## src/rtl/aip_pkg.sv

```systemverilog
// ----------------------------------------------------------------------------
// aip_pkg: shared types and helpers for the ASCII integer parser
// Character classes, result status codes, phase encoding and result bundle.
// ----------------------------------------------------------------------------
package aip_pkg;

	localparam int AIP_MAX_CHARS = 10;

	localparam logic [7:0] CH_NUL   = 8'h00;
	localparam logic [7:0] CH_TAB   = 8'h09;
	localparam logic [7:0] CH_LF    = 8'h0A;
	localparam logic [7:0] CH_CR    = 8'h0D;
	localparam logic [7:0] CH_SPACE = 8'h20;
	localparam logic [7:0] CH_COMMA = 8'h2C;
	localparam logic [7:0] CH_MINUS = 8'h2D;
	localparam logic [7:0] CH_ZERO  = 8'h30;
	localparam logic [7:0] CH_LOW_X = 8'h78;
	localparam logic [7:0] CH_UP_X  = 8'h58;

	typedef enum logic [2:0] {
		ST_OK        = 3'd0,
		ST_BAD_LEAD  = 3'd1,
		ST_BAD_AFTER = 3'd2,
		ST_EMPTY     = 3'd3,
		ST_TOO_LONG  = 3'd4,
		ST_BAD_DEC   = 3'd5,
		ST_BAD_HEX   = 3'd6,
		ST_NEG_HEX   = 3'd7
	} status_t;

	typedef enum logic [2:0] {
		PH_LEAD   = 3'b001,
		PH_DIGITS = 3'b010,
		PH_WAIT   = 3'b100
	} phase_t;

	typedef enum logic [1:0] {
		PZ_NONE = 2'd0,
		PZ_ZERO = 2'd1,
		PZ_ZX   = 2'd2
	} prefix_t;

	typedef struct packed {
		logic        valid;
		status_t     status;
		logic [31:0] value;
		logic [3:0]  char_count;
	} res_t;

	function automatic logic is_space(input logic [7:0] c);
		return (c == CH_SPACE) || (c == CH_TAB) || (c == CH_CR) || (c == CH_LF);
	endfunction

	function automatic logic is_digit(input logic [7:0] c);
		return (c >= 8'h30) && (c <= 8'h39);
	endfunction

	// hex digit value in [3:0]; bit 4 set when c is not a hex digit
	function automatic logic [4:0] hex_val(input logic [7:0] c);
		logic [7:0] t;
		t = 8'h00;
		if (is_digit(c)) begin
			t = c - 8'h30;
		end else if ((c >= 8'h61) && (c <= 8'h66)) begin
			t = c - 8'h57;
		end else if ((c >= 8'h41) && (c <= 8'h46)) begin
			t = c - 8'h37;
		end else begin
			t = 8'h10;
		end
		return t[4:0];
	endfunction

endpackage

```

## src/rtl/aip_core.sv

```systemverilog
// ----------------------------------------------------------------------------
// aip_core: parse state and per-character update
// Holds the parse state and turns one registered character into the next
// state and at most one result.
// ----------------------------------------------------------------------------
module aip_core #(
	parameter int MAX_CHARS = aip_pkg::AIP_MAX_CHARS
) (
	input  logic           clk,
	input  logic           arst_n,
	input  logic           step,
	input  logic [7:0]     ch,
	input  logic           signed_mode,
	output aip_pkg::res_t  res
);
	import aip_pkg::*;

	localparam int CNT_W = $clog2(MAX_CHARS + 1);
	localparam logic [CNT_W-1:0] CNT_MAX = CNT_W'(MAX_CHARS);

	phase_t           phase_q, phase_nxt;
	logic [CNT_W-1:0] sig_count_q, sig_count_nxt;
	logic [31:0]      dec_q, dec_nxt;
	logic [31:0]      hex_q, hex_nxt;
	logic             neg_q, neg_nxt;
	prefix_t          pzx_q, pzx_nxt;
	logic             nondec_q, nondec_nxt;
	logic             badhex_q, badhex_nxt;

	logic [4:0]       hv;
	logic             c_digit;
	logic             c_space;
	logic             c_sig;
	logic [31:0]      dec_step;
	logic [CNT_W+3:0] cnt_ext;
	res_t             fin;

	assign hv       = hex_val(ch);
	assign c_digit  = is_digit(ch);
	assign c_space  = is_space(ch);
	assign c_sig    = !hv[4] || (ch == CH_LOW_X) || (ch == CH_UP_X);
	assign dec_step = (dec_q << 3) + (dec_q << 1) + {28'd0, hv[3:0]};
	assign cnt_ext  = {4'd0, sig_count_q};

	// result that closes a string in the digits phase
	always_comb begin
		fin = '0;
		fin.valid = 1'b1;
		if ((pzx_q == PZ_ZX) && (sig_count_q >= CNT_W'(3))) begin
			if (neg_q) begin
				fin.status = ST_NEG_HEX;
			end else if (badhex_q) begin
				fin.status = ST_BAD_HEX;
			end else begin
				fin.status     = ST_OK;
				fin.value      = hex_q;
				fin.char_count = cnt_ext[3:0];
			end
		end else begin
			if (nondec_q) begin
				fin.status = ST_BAD_DEC;
			end else begin
				fin.status     = ST_OK;
				fin.value      = neg_q ? (32'd0 - dec_q) : dec_q;
				fin.char_count = cnt_ext[3:0];
			end
		end
	end

	always_comb begin
		phase_nxt     = phase_q;
		sig_count_nxt = sig_count_q;
		dec_nxt       = dec_q;
		hex_nxt       = hex_q;
		neg_nxt       = neg_q;
		pzx_nxt       = pzx_q;
		nondec_nxt    = nondec_q;
		badhex_nxt    = badhex_q;
		res           = '0;
		res.status    = ST_OK;
		if (step) begin
			unique case (phase_q)
				PH_WAIT: begin
					if (ch == CH_NUL) begin
						phase_nxt = PH_LEAD;
					end
				end
				PH_LEAD: begin
					if (ch == CH_NUL) begin
						res.valid  = 1'b1;
						res.status = ST_EMPTY;
					end else if (c_digit) begin
						phase_nxt     = PH_DIGITS;
						pzx_nxt       = (ch == CH_ZERO) ? PZ_ZERO : PZ_NONE;
						dec_nxt       = dec_step;
						sig_count_nxt = CNT_W'(1);
					end else if ((ch == CH_MINUS) && signed_mode) begin
						neg_nxt = 1'b1;
					end else if (!c_space) begin
						res.valid  = 1'b1;
						res.status = ST_BAD_LEAD;
						phase_nxt  = PH_WAIT;
					end
				end
				PH_DIGITS: begin
					if (ch == CH_NUL) begin
						res       = fin;
						phase_nxt = PH_LEAD;
					end else if (c_sig) begin
						if (sig_count_q >= CNT_MAX) begin
							res.valid  = 1'b1;
							res.status = ST_TOO_LONG;
							phase_nxt  = PH_WAIT;
						end else begin
							if (sig_count_q == CNT_W'(1)) begin
								pzx_nxt = ((pzx_q == PZ_ZERO) && (ch == CH_LOW_X)) ? PZ_ZX
									: PZ_NONE;
							end else if (hv[4]) begin
								badhex_nxt = 1'b1;
							end else begin
								hex_nxt = {hex_q[27:0], hv[3:0]};
							end
							if (c_digit) begin
								dec_nxt = dec_step;
							end else begin
								nondec_nxt = 1'b1;
							end
							sig_count_nxt = sig_count_q + CNT_W'(1);
						end
					end else if (c_space || (ch == CH_COMMA)) begin
						res       = fin;
						phase_nxt = PH_WAIT;
					end else begin
						res.valid  = 1'b1;
						res.status = ST_BAD_AFTER;
						phase_nxt  = PH_WAIT;
					end
				end
				default: begin
					phase_nxt = PH_LEAD;
				end
			endcase
			// clear the parse whenever the next phase is leading; the sign is kept while already leading
			if (phase_nxt == PH_LEAD) begin
				sig_count_nxt = '0;
				dec_nxt       = '0;
				hex_nxt       = '0;
				neg_nxt       = (phase_q == PH_LEAD) ? neg_nxt : 1'b0;
				pzx_nxt       = PZ_NONE;
				nondec_nxt    = 1'b0;
				badhex_nxt    = 1'b0;
			end
			if ((phase_q == PH_LEAD) && (ch == CH_NUL)) begin
				neg_nxt = 1'b0;
			end
		end
	end

	always_ff @(posedge clk or negedge arst_n) begin
		if (!arst_n) begin
			phase_q     <= PH_LEAD;
			sig_count_q <= '0;
			dec_q       <= '0;
			hex_q       <= '0;
			neg_q       <= 1'b0;
			pzx_q       <= PZ_NONE;
			nondec_q    <= 1'b0;
			badhex_q    <= 1'b0;
		end else begin
			phase_q     <= phase_nxt;
			sig_count_q <= sig_count_nxt;
			dec_q       <= dec_nxt;
			hex_q       <= hex_nxt;
			neg_q       <= neg_nxt;
			pzx_q       <= pzx_nxt;
			nondec_q    <= nondec_nxt;
			badhex_q    <= badhex_nxt;
		end
	end

	a_wait_holds: assert property (@(posedge clk) disable iff (!arst_n)
		step && (phase_q == PH_WAIT) && (ch != CH_NUL) |=> phase_q == PH_WAIT)
		else $error("parser left wait phase without NUL");

	a_nul_rearms: assert property (@(posedge clk) disable iff (!arst_n)
		step && (ch == CH_NUL) |=> (phase_q == PH_LEAD) && (sig_count_q == '0) && !neg_q)
		else $error("NUL did not rearm the parser");

	a_count_bound: assert property (@(posedge clk) disable iff (!arst_n)
		sig_count_q <= CNT_MAX)
		else $error("significant count beyond limit");

	a_err_zero: assert property (@(posedge clk) disable iff (!arst_n)
		res.valid && (res.status != ST_OK) |-> (res.value == '0) && (res.char_count == '0))
		else $error("error result carries value or count");

endmodule

```

## src/rtl/ascii_integer_parser.sv

```systemverilog
// ----------------------------------------------------------------------------
// ascii_integer_parser: streaming ASCII decimal/hex integer parser
// Feed one character per request on the input channel; a string ends at NUL.
// Each string gives one result (status, value, char_count) on the output
// channel. signed_mode is set over the config channel (cfg_ready is always
// high); write it only while no string is in progress.
// Input channel: in_valid / in_stall, payload character. A character is
// taken in any cycle where in_valid is high and in_stall is low.
// Output channel: out_valid / out_stall, payload status, value, char_count.
// A character that causes a result sits in the input register while the
// result register loads, which happens only while no result is held.
// Throughput: one character per cycle unless a result is stalled; the
// per-character update is a single shift/add step on the accumulators
// between the two registers.
// While the receiver stalls with a result pending, the block still takes
// one more character into its input register, then raises in_stall.
// Reset clears the parse state, drops any pending character and result, and
// sets signed_mode to 0.
// ----------------------------------------------------------------------------
module ascii_integer_parser #(
	parameter int MAX_CHARS = aip_pkg::AIP_MAX_CHARS
) (
	input  logic        clk,
	input  logic        arst_n,
	input  logic        in_valid,
	output logic        in_stall,
	input  logic [7:0]  character,
	output logic        out_valid,
	input  logic        out_stall,
	output logic [2:0]  status,
	output logic [31:0] value,
	output logic [3:0]  char_count,
	input  logic        cfg_valid,
	output logic        cfg_ready,
	input  logic        cfg_data
);
	import aip_pkg::*;

	logic       signed_mode_q;
	logic       valid_s1;
	logic [7:0] char_s1;
	logic       out_free;
	logic       step;
	res_t       res;
	res_t       res_q;

	assign cfg_ready = 1'b1;
	assign out_free  = !res_q.valid || !out_stall;
	assign step      = valid_s1 && out_free;
	assign in_stall  = valid_s1 && !out_free;

	always_ff @(posedge clk or negedge arst_n) begin
		if (!arst_n) begin
			signed_mode_q <= 1'b0;
		end else if (cfg_valid && cfg_ready) begin
			signed_mode_q <= cfg_data;
		end
	end

	// input register: load on accept, drop once consumed
	always_ff @(posedge clk or negedge arst_n) begin
		if (!arst_n) begin
			valid_s1 <= 1'b0;
		end else if (in_valid && !in_stall) begin
			valid_s1 <= 1'b1;
		end else if (step) begin
			valid_s1 <= 1'b0;
		end
	end

	always_ff @(posedge clk) begin
		if (in_valid && !in_stall) begin
			char_s1 <= character;
		end
	end

	aip_core #(
		.MAX_CHARS(MAX_CHARS)
	) u_core (
		.clk        (clk),
		.arst_n     (arst_n),
		.step       (step),
		.ch         (char_s1),
		.signed_mode(signed_mode_q),
		.res        (res)
	);

	// result register: advance whenever the receiver is not holding it
	always_ff @(posedge clk or negedge arst_n) begin
		if (!arst_n) begin
			res_q <= '0;
		end else if (out_free) begin
			res_q.valid      <= step && res.valid;
			res_q.status     <= res.status;
			res_q.value      <= res.value;
			res_q.char_count <= res.char_count;
		end
	end

	assign out_valid  = res_q.valid;
	assign status     = res_q.status;
	assign value      = res_q.value;
	assign char_count = res_q.char_count;

endmodule
```

## config.mk

```make
export PLATFORM = sky130hd
export DESIGN_NAME = ascii_integer_parser
export DESIGN_NICKNAME = d
export VERILOG_FILES = /design/src/rtl/aip_pkg.sv /design/src/rtl/aip_core.sv /design/src/rtl/ascii_integer_parser.sv
export SDC_FILE = /design/constraint.sdc
export NUM_CORES = 1
export LEC_CHECK = 0
export CAP_MARGIN = 30
export CORE_MARGIN = 2
export CORE_UTILIZATION = 30
export CTS_CLUSTER_SIZE = 28
export DETAILED_ROUTE_END_ITERATION = 16
export DONT_BUFFER_PORTS = 1
export PLACE_DENSITY = 0.49
export SYNTH_ARGS = -nofsm -noshare
export SYNTH_HDL_FRONTEND = slang
export SYNTH_HIERARCHICAL = 1
export SYNTH_SLANG_ARGS = --single-unit
```

## constraint.sdc

```tcl
create_clock -name clk -period 4.2 [get_ports clk]
set_input_delay 0 -clock clk [delete_from_list [all_inputs] [get_ports clk]]
set_output_delay 0 -clock clk [all_outputs]
set_load 0.01 [all_outputs]
```

==> results.sh, run 1 <==
export IMPL_status="finished, final reports clean"
export IMPL_initial_core_util=0.3072
export IMPL_finClkSkew_ns=0.01707
export IMPL_crit_arrival_ns=4.25
export IMPL_relSlewSlack=0.4780
export IMPL_clk_latency_ns=0.43
export IMPL_crit_cells=20
export IMPL_final_util=0.3545
export IMPL_clk_pin_slew_worst_paths_ns=0.06
export IMPL_worstSetupPathType="flop to flop"
export IMPL_final_layout_size_suffix_gt1_frac=0.1536
export IMPL_finalHoldViolations=0
export IMPL_rsz0062_at_grt="true"
export IMPL_n_antenna_cell=0
export IMPL_avgSynthCellArea_um2=9.282
export IMPL_design_area_mm2=0.009930
export IMPL_setup_violations=0
export IMPL_power_density_mw_per_mm2=395.4
export IMPL_holdCritPathClass="input pin to flop"
export IMPL_ys_top_cells_by_area="dfrtp_1, ha_1, mux2_4, nand2_1, o21ai_0"
export IMPL_cts_tree="yes"
export IMPL_fin_cells=1335
export IMPL_slew_violations=0
export IMPL_gp_congestion=0.8358
export IMPL_grt_usage=0.1460
export IMPL_p_total_mw=3.926
export IMPL_grt_overflow_total=0
export IMPL_grt_pass1_wl_um=35690
export IMPL_drt_total_wl_um=21310
export IMPL_min_path_cells=1
export IMPL_grt_antenna_before_repair=0
export IMPL_cts_root_buffer="clkbuf_16"
export IMPL_p_leak_nw=4.560
export IMPL_dr_first_iter_drc_count=395
export IMPL_crit_chain="inv_2 > ha_2 > nor3b_2 > a41oi_2 > nand2_1 > nand2_1 > o21ai_0 > nor2_1 > ha_1 > ha_2 > inv_1 > fa_2 > nor2b_4 > o31ai_4 > a21oi_2 > a41o_1 > o2111ai_2 > nand3_2 > or2_2 > a32o_1"
export IMPL_synthTopCellsByCount="nand2_1, dfrtp_1, o21ai_0, nor2_1, ha_1"
export IMPL_dp_cells=1286
export IMPL_ys_seq_area_frac=0.3712
export IMPL_area_delta_synth_final_pct=15.40
export IMPL_period_share=0.9375
export IMPL_layout_nets=1027
export IMPL_synth_distinct_cells=72
export IMPL_die_area_mm2=0.03005
export IMPL_drtAntennaViolNets=0
export IMPL_worstPathRequired_ns=4.51
export IMPL_async_reset_ff_frac=0.9365
export IMPL_grt_max_degree=119
export IMPL_yosysTopAreaCell="dfrtp_1"
export IMPL_worst_slew_pin_slew_ns=0.7813
export IMPL_maxCapViolCount=0
export IMPL_vias_per_cell=4.984
export IMPL_grt_pass1_vias=6544
export IMPL_cts_sinks=126
export IMPL_drc_errors=0
export IMPL_netlist_area_mm2=0.008605
export IMPL_vias=6654
export IMPL_firstDrtPassIters=7
export IMPL_fmax_mhz=254.0
export IMPL_peakVddDrop_mv=0.1934
export IMPL_synth_edf_count=8
export IMPL_ys_seq_elements=126
export IMPL_synth_top_area_frac=0.3403
export IMPL_crit_path_start_kind="flop"
export IMPL_portBuffers=0
export IMPL_synth_cells=927
export IMPL_yosysWarnings=6
export IMPL_fp_row_count=61
export IMPL_ios=56
export IMPL_wl_per_cell_um=15.96
export IMPL_cp_slowest_cell="edfxtp_1"
export IMPL_reg2regPathDepth=20
export IMPL_cts_inserted_buffers=17
export IMPL_crit_family="compound AO/OA/AOI/OAI gates"
export IMPL_max_stage_delay_ns=0.40
export IMPL_synth_top_flop_cell="dfrtp_1"
export IMPL_hpwl_um=15440
export IMPL_fin_crit_ns=3.938
export IMPL_yosysMostFrequentCell="nand2_1"
export IMPL_critPathBufInv=2
export IMPL_synth_net_count=1009
export IMPL_layout_setup_ws_ns=0.2623
export IMPL_die_w_um=173.4
export IMPL_dp_worst_setup_slack_ns=0.01069
export IMPL_die_h_um=173.4
export IMPL_core_area_mm2=0.02801
export IMPL_crit_path_end_kind="flop"
export IMPL_dpl_cell_area_mm2=0.009066
export IMPL_cts_max_level=4
export IMPL_cts_max_path_buffers=2
export IMPL_cp_max_fo=4
==> routing by layer <==
layer  GRT usage  wire, µm
met1      0.2178     11480
met2      0.2147      9107
met3     0.02588       523
met4     0.04025       193
met5           0         0
==> area by class of cell <==
type | count | area, µm²
clock buffers | 20 | 456.7
clock inverters | 11 | 117.6
fillers | 2855 | 18080
inverters | 19 | 71.32
multi-input cells | 737 | 5236
flip-flops and latches | 126 | 3194
well taps | 378 | 473.0
repair buffers | 44 | 380.4
==> cells in the final DEF (no fill, tap or decap), types with 6 or more instances in the layout <==
| master | Yosys | final |
|---|---|---|
| or2_2 | 7 | 7 |
| nand3_1 | 18 | 17 |
| nor4_1 | 6 | 6 |
| clkbuf_16 | 0 | 17 |
| a21oi_1 | 43 | 42 |
| a21o_1 | 15 | 15 |
| a22oi_1 | 28 | 28 |
| inv_1 | 19 | 17 |
| nor3_1 | 15 | 15 |
| xor2_1 | 20 | 20 |
| edfxtp_1 | 8 | 8 |
| dfrtp_1 | 117 | 117 |
| o21ai_0 | 78 | 76 |
| buf_4 | 1 | 31 |
| a31oi_1 | 11 | 10 |
| o31ai_1 | 19 | 18 |
| nor2_1 | 69 | 68 |
| nand2_1 | 143 | 143 |
| nor2b_1 | 7 | 6 |
| and3_1 | 8 | 8 |
| mux2_4 | 38 | 38 |
| ha_1 | 66 | 63 |
| nand2b_1 | 10 | 10 |
| xnor2_1 | 33 | 33 |
| dlygate4sd3_1 | 0 | 12 |
| or3_1 | 9 | 9 |
==> report_power, final <==
group	switching, mW	internal, mW
clock	0.552	0.896
sequential	0.0975	1.29
combinational	0.751	0.338
==> cell families (layout without fill, tap and decap cells) <==
kind of cell               after synthesis  count (layout)  synth area share
muxes                                   45              45           0.07518
AOI/OAI and AO/OA                      254             254            0.1972
DFF                                    126             126            0.3712
and+or+nand+nor                        316             316            0.1665
adders and majority gates               68              68            0.1006
buffers and inverters                   64              94           0.03490
xor gates and xnor gates                53              53           0.05395
other                                    1               1         0.0004358
==> stage by stage <==
step                setup TNS (ns)  hold slack, ns
finish                           0         0.03300
global route              -0.01666         0.05471
CTS                              0         0.03041
detailed placement               0         -0.2907
global placement                 0         -0.2913
floorplan                        0         -0.2956
==> final timing paths <==
check	slack, ns	end	from
worst max-delay path	0.26	u_core/dec_q[28]	char_s1[1]
worst min-delay path	0.03	char_s1[4]	in_valid
worst max register to register	0.26	u_core/dec_q[28]	char_s1[1]
worst min register to register	0.49	out_valid	valid_s1
max in group asynchronous	3.48	u_core/dec_q[23]	arst_n
min in group asynchronous	0.17	u_core/dec_q[4]	arst_n
==> sequential cells by signal, indices dropped and copies added (netlist names), 2 cells and up <==
signal / cells
u_core/dec_q: 32
u_core/hex_q: 32
value: 32
char_s1: 8
char_count: 4
u_core/sig_count_q: 4
status: 3
u_core/phase_q: 3
u_core/pzx_q: 2
==> timing repair <==
item / CTS / global route
pin swaps: 0 / 10
buffers inserted: 0 / 5
resized for setup: 1 / 24
setup endpoints to repair: 1 / 17
hold endpoints to repair: 128 / 0
hold buffers: 13 / 0
No activity file was read; power rests on OpenSTA's default activity.
==> run 2, diff against run 1 <==
--- a/config.mk
+++ b/config.mk
@@ -12,7 +12,9 @@
 export DETAILED_ROUTE_END_ITERATION = 16
 export DONT_BUFFER_PORTS = 1
 export PLACE_DENSITY = 0.49
+export RECOVER_POWER = 50
 export SYNTH_ARGS = -nofsm -noshare
 export SYNTH_HDL_FRONTEND = slang
 export SYNTH_HIERARCHICAL = 1
 export SYNTH_SLANG_ARGS = --single-unit
+export TNS_END_PERCENT = 50
==> results.sh, run 2 (same netlist as run 1, synthesis figures left out) <==
export IMPL_status="finished with violations"
export IMPL_violations="max-capacitance violations, max-slew violations"
export IMPL_crit_path_start_kind="flop"
export IMPL_hold_slack_ns=0.03465
export IMPL_min_from="out_stall"
export IMPL_die_h_um=173.4
export IMPL_core_area_mm2=0.02801
export IMPL_top_regs="u_core/dec_q (32), u_core/hex_q (32), value (32)"
export IMPL_cts_tree="yes"
export IMPL_rsz0062_at_grt="true"
export IMPL_hpwl_um=15440
export IMPL_r2r_end="u_core/dec_q[28]"
export IMPL_wl_per_cell_um=15.91
export IMPL_fin_crit_ns=3.935
export IMPL_whs_endpoint="valid_s1"
export IMPL_layout_nets=1027
export IMPL_drc_errors=0
export IMPL_peakVddDrop_mv=0.1933
export IMPL_grt_pass1_vias=6544
export IMPL_cts_max_path_buffers=2
export IMPL_p_leak_nw=4.552
export IMPL_portBuffers=0
export IMPL_finalHoldViolations=0
export IMPL_cp_max_fo=4
export IMPL_vias_per_cell=4.993
export IMPL_drt_total_wl_um=21240
export IMPL_clk_pin_slew_worst_paths_ns=0.06
export IMPL_finClkSkew_ns=0.01675
export IMPL_grt_pass1_wl_um=35690
export IMPL_ios=56
export IMPL_slew_violations=119
export IMPL_grt_overflow_total=0
export IMPL_fmax_mhz=254.1
export IMPL_cts_max_level=4
export IMPL_period_share=0.9370
export IMPL_cts_inserted_buffers=17
export IMPL_die_w_um=173.4
export IMPL_reg2reg_slack_ns=0.26
export IMPL_area_delta_synth_final_pct=15.14
export IMPL_grt_usage=0.1460
export IMPL_n_antenna_cell=0
export IMPL_holdCritPathClass="input pin to flop"
export IMPL_clk_latency_ns=0.43
export IMPL_relSlewSlack=-1.031
export IMPL_r2r_start="char_s1[1]"
export IMPL_grt_max_degree=119
export IMPL_final_util=0.3537
export IMPL_layout_setup_ws_ns=0.2647
export IMPL_reg2regPathDepth=20
export IMPL_vias=6666
export IMPL_mostFrequentLayoutCell="nand2_1"
export IMPL_min_path_cells=2
export IMPL_cts_root_buffer="clkbuf_16"
export IMPL_fp_row_count=61
export IMPL_grt_antenna_before_repair=0
export IMPL_worstPathRequired_ns=4.51
export IMPL_gp_congestion=0.8358
export IMPL_worst_slew_pin_slew_ns=3.046
export IMPL_worstSetupPathType="flop to flop"
export IMPL_layout_common_cells="nand2_1, dfrtp_1, o21ai_0, nor2_1, ha_1"
export IMPL_cts_sinks=126
export IMPL_crit_arrival_ns=4.25
export IMPL_final_layout_size_suffix_gt1_frac=0.1536
export IMPL_maxCapViolCount=1
export IMPL_crit_path_end_kind="flop"
export IMPL_dp_worst_setup_slack_ns=0.01069
export IMPL_firstDrtPassIters=4
export IMPL_dr_first_iter_drc_count=406
export IMPL_drtAntennaViolNets=0
export IMPL_setup_violations=0
export IMPL_power_density_mw_per_mm2=396.0
export IMPL_initial_core_util=0.3072
export IMPL_die_area_mm2=0.03005
## run 2: cell count changes in the layout (fill, tap and decap cells not counted)
| cell | previous run | this run |
|---|---|---|
| clkbuf_2 | 0 | 1 |
| buf_16 | 1 | 0 |
## run 2: routing by layer
metal	global-route usage	wire length [µm]	vias to the layer above
met3	0.02588	615	9
met2	0.2147	9098	102
met1	0.2178	11330	3177
li1	-	-	3378
met5	0	0	-
met4	0.04025	193	0
## run 2: cell type report
| class | instances | area [µm²] |
|---|---|---|
| Clock buffer | 20 | 456.7 |
| Clock inverter | 11 | 117.6 |
| Fill cell | 2857 | 18100 |
| Inverter | 19 | 71.32 |
| Multi-Input combinational cell | 737 | 5236 |
| Sequential cell | 126 | 3194 |
| Tap cell | 378 | 473.0 |
| Timing Repair Buffer | 44 | 357.8 |
## run 2: worst max-delay path by stage
stage	slack, ns	startpoint	endpoint	cells past startpoint
finish	0.26	char_s1[1]	u_core/dec_q[28]	20
global route	-0.01	char_s1[0]	u_core/dec_q[16]	20
CTS	0.01	char_s1[0]	u_core/dec_q[16]	20
detailed placement	0.01	char_s1[0]	u_core/dec_q[28]	20
global placement	0.12	char_s1[0]	u_core/dec_q[28]	20
floorplan	0.11	char_s1[0]	u_core/dec_q[28]	20
## run 2: critical path, cell delays in order (launching register included)
cell	delay, ns
edfxtp_1	0.40
inv_2	0.12
ha_2	0.23
nor3b_2	0.06
a41oi_2	0.19
nand2_1	0.09
nand2_1	0.10
o21ai_0	0.13
nor2_1	0.18
ha_1	0.27
ha_2	0.22
inv_1	0.07
fa_2	0.23
nor2b_4	0.06
o31ai_4	0.24
a21oi_2	0.11
a41o_1	0.26
o2111ai_2	0.24
nand3_2	0.10
or2_2	0.28
a32o_1	0.25
## run 2: metrics by stage
stage               power (mW)  TNS [ns]  std cells  instance area (µm²)
floorplan                2.175         0        927                 8605
global placement         2.453         0       1286                 9066
detailed placement       2.452         0       1286                 9066
CTS                      3.957         0       1330                 9793
global route             4.156  -0.01666       1335                 9907
finish                   3.923         0       1335                 9907
## run 2: timing repair
item                                    in CTS  in global routing
resized for setup                            1                 24
endpoints found under the setup margin       1                 17
hold buffers                                13                  0
pin swaps                                    0                 10
endpoints found under the hold margin      128                  0
buffers inserted                             0                  5
## run 2: power by group
part | internal, mW | switching [mW] | leakage (nW)
clock network | 0.896 | 0.553 | 0.281
logic | 0.336 | 0.749 | 2.56
registers | 1.29 | 0.0981 | 1.71
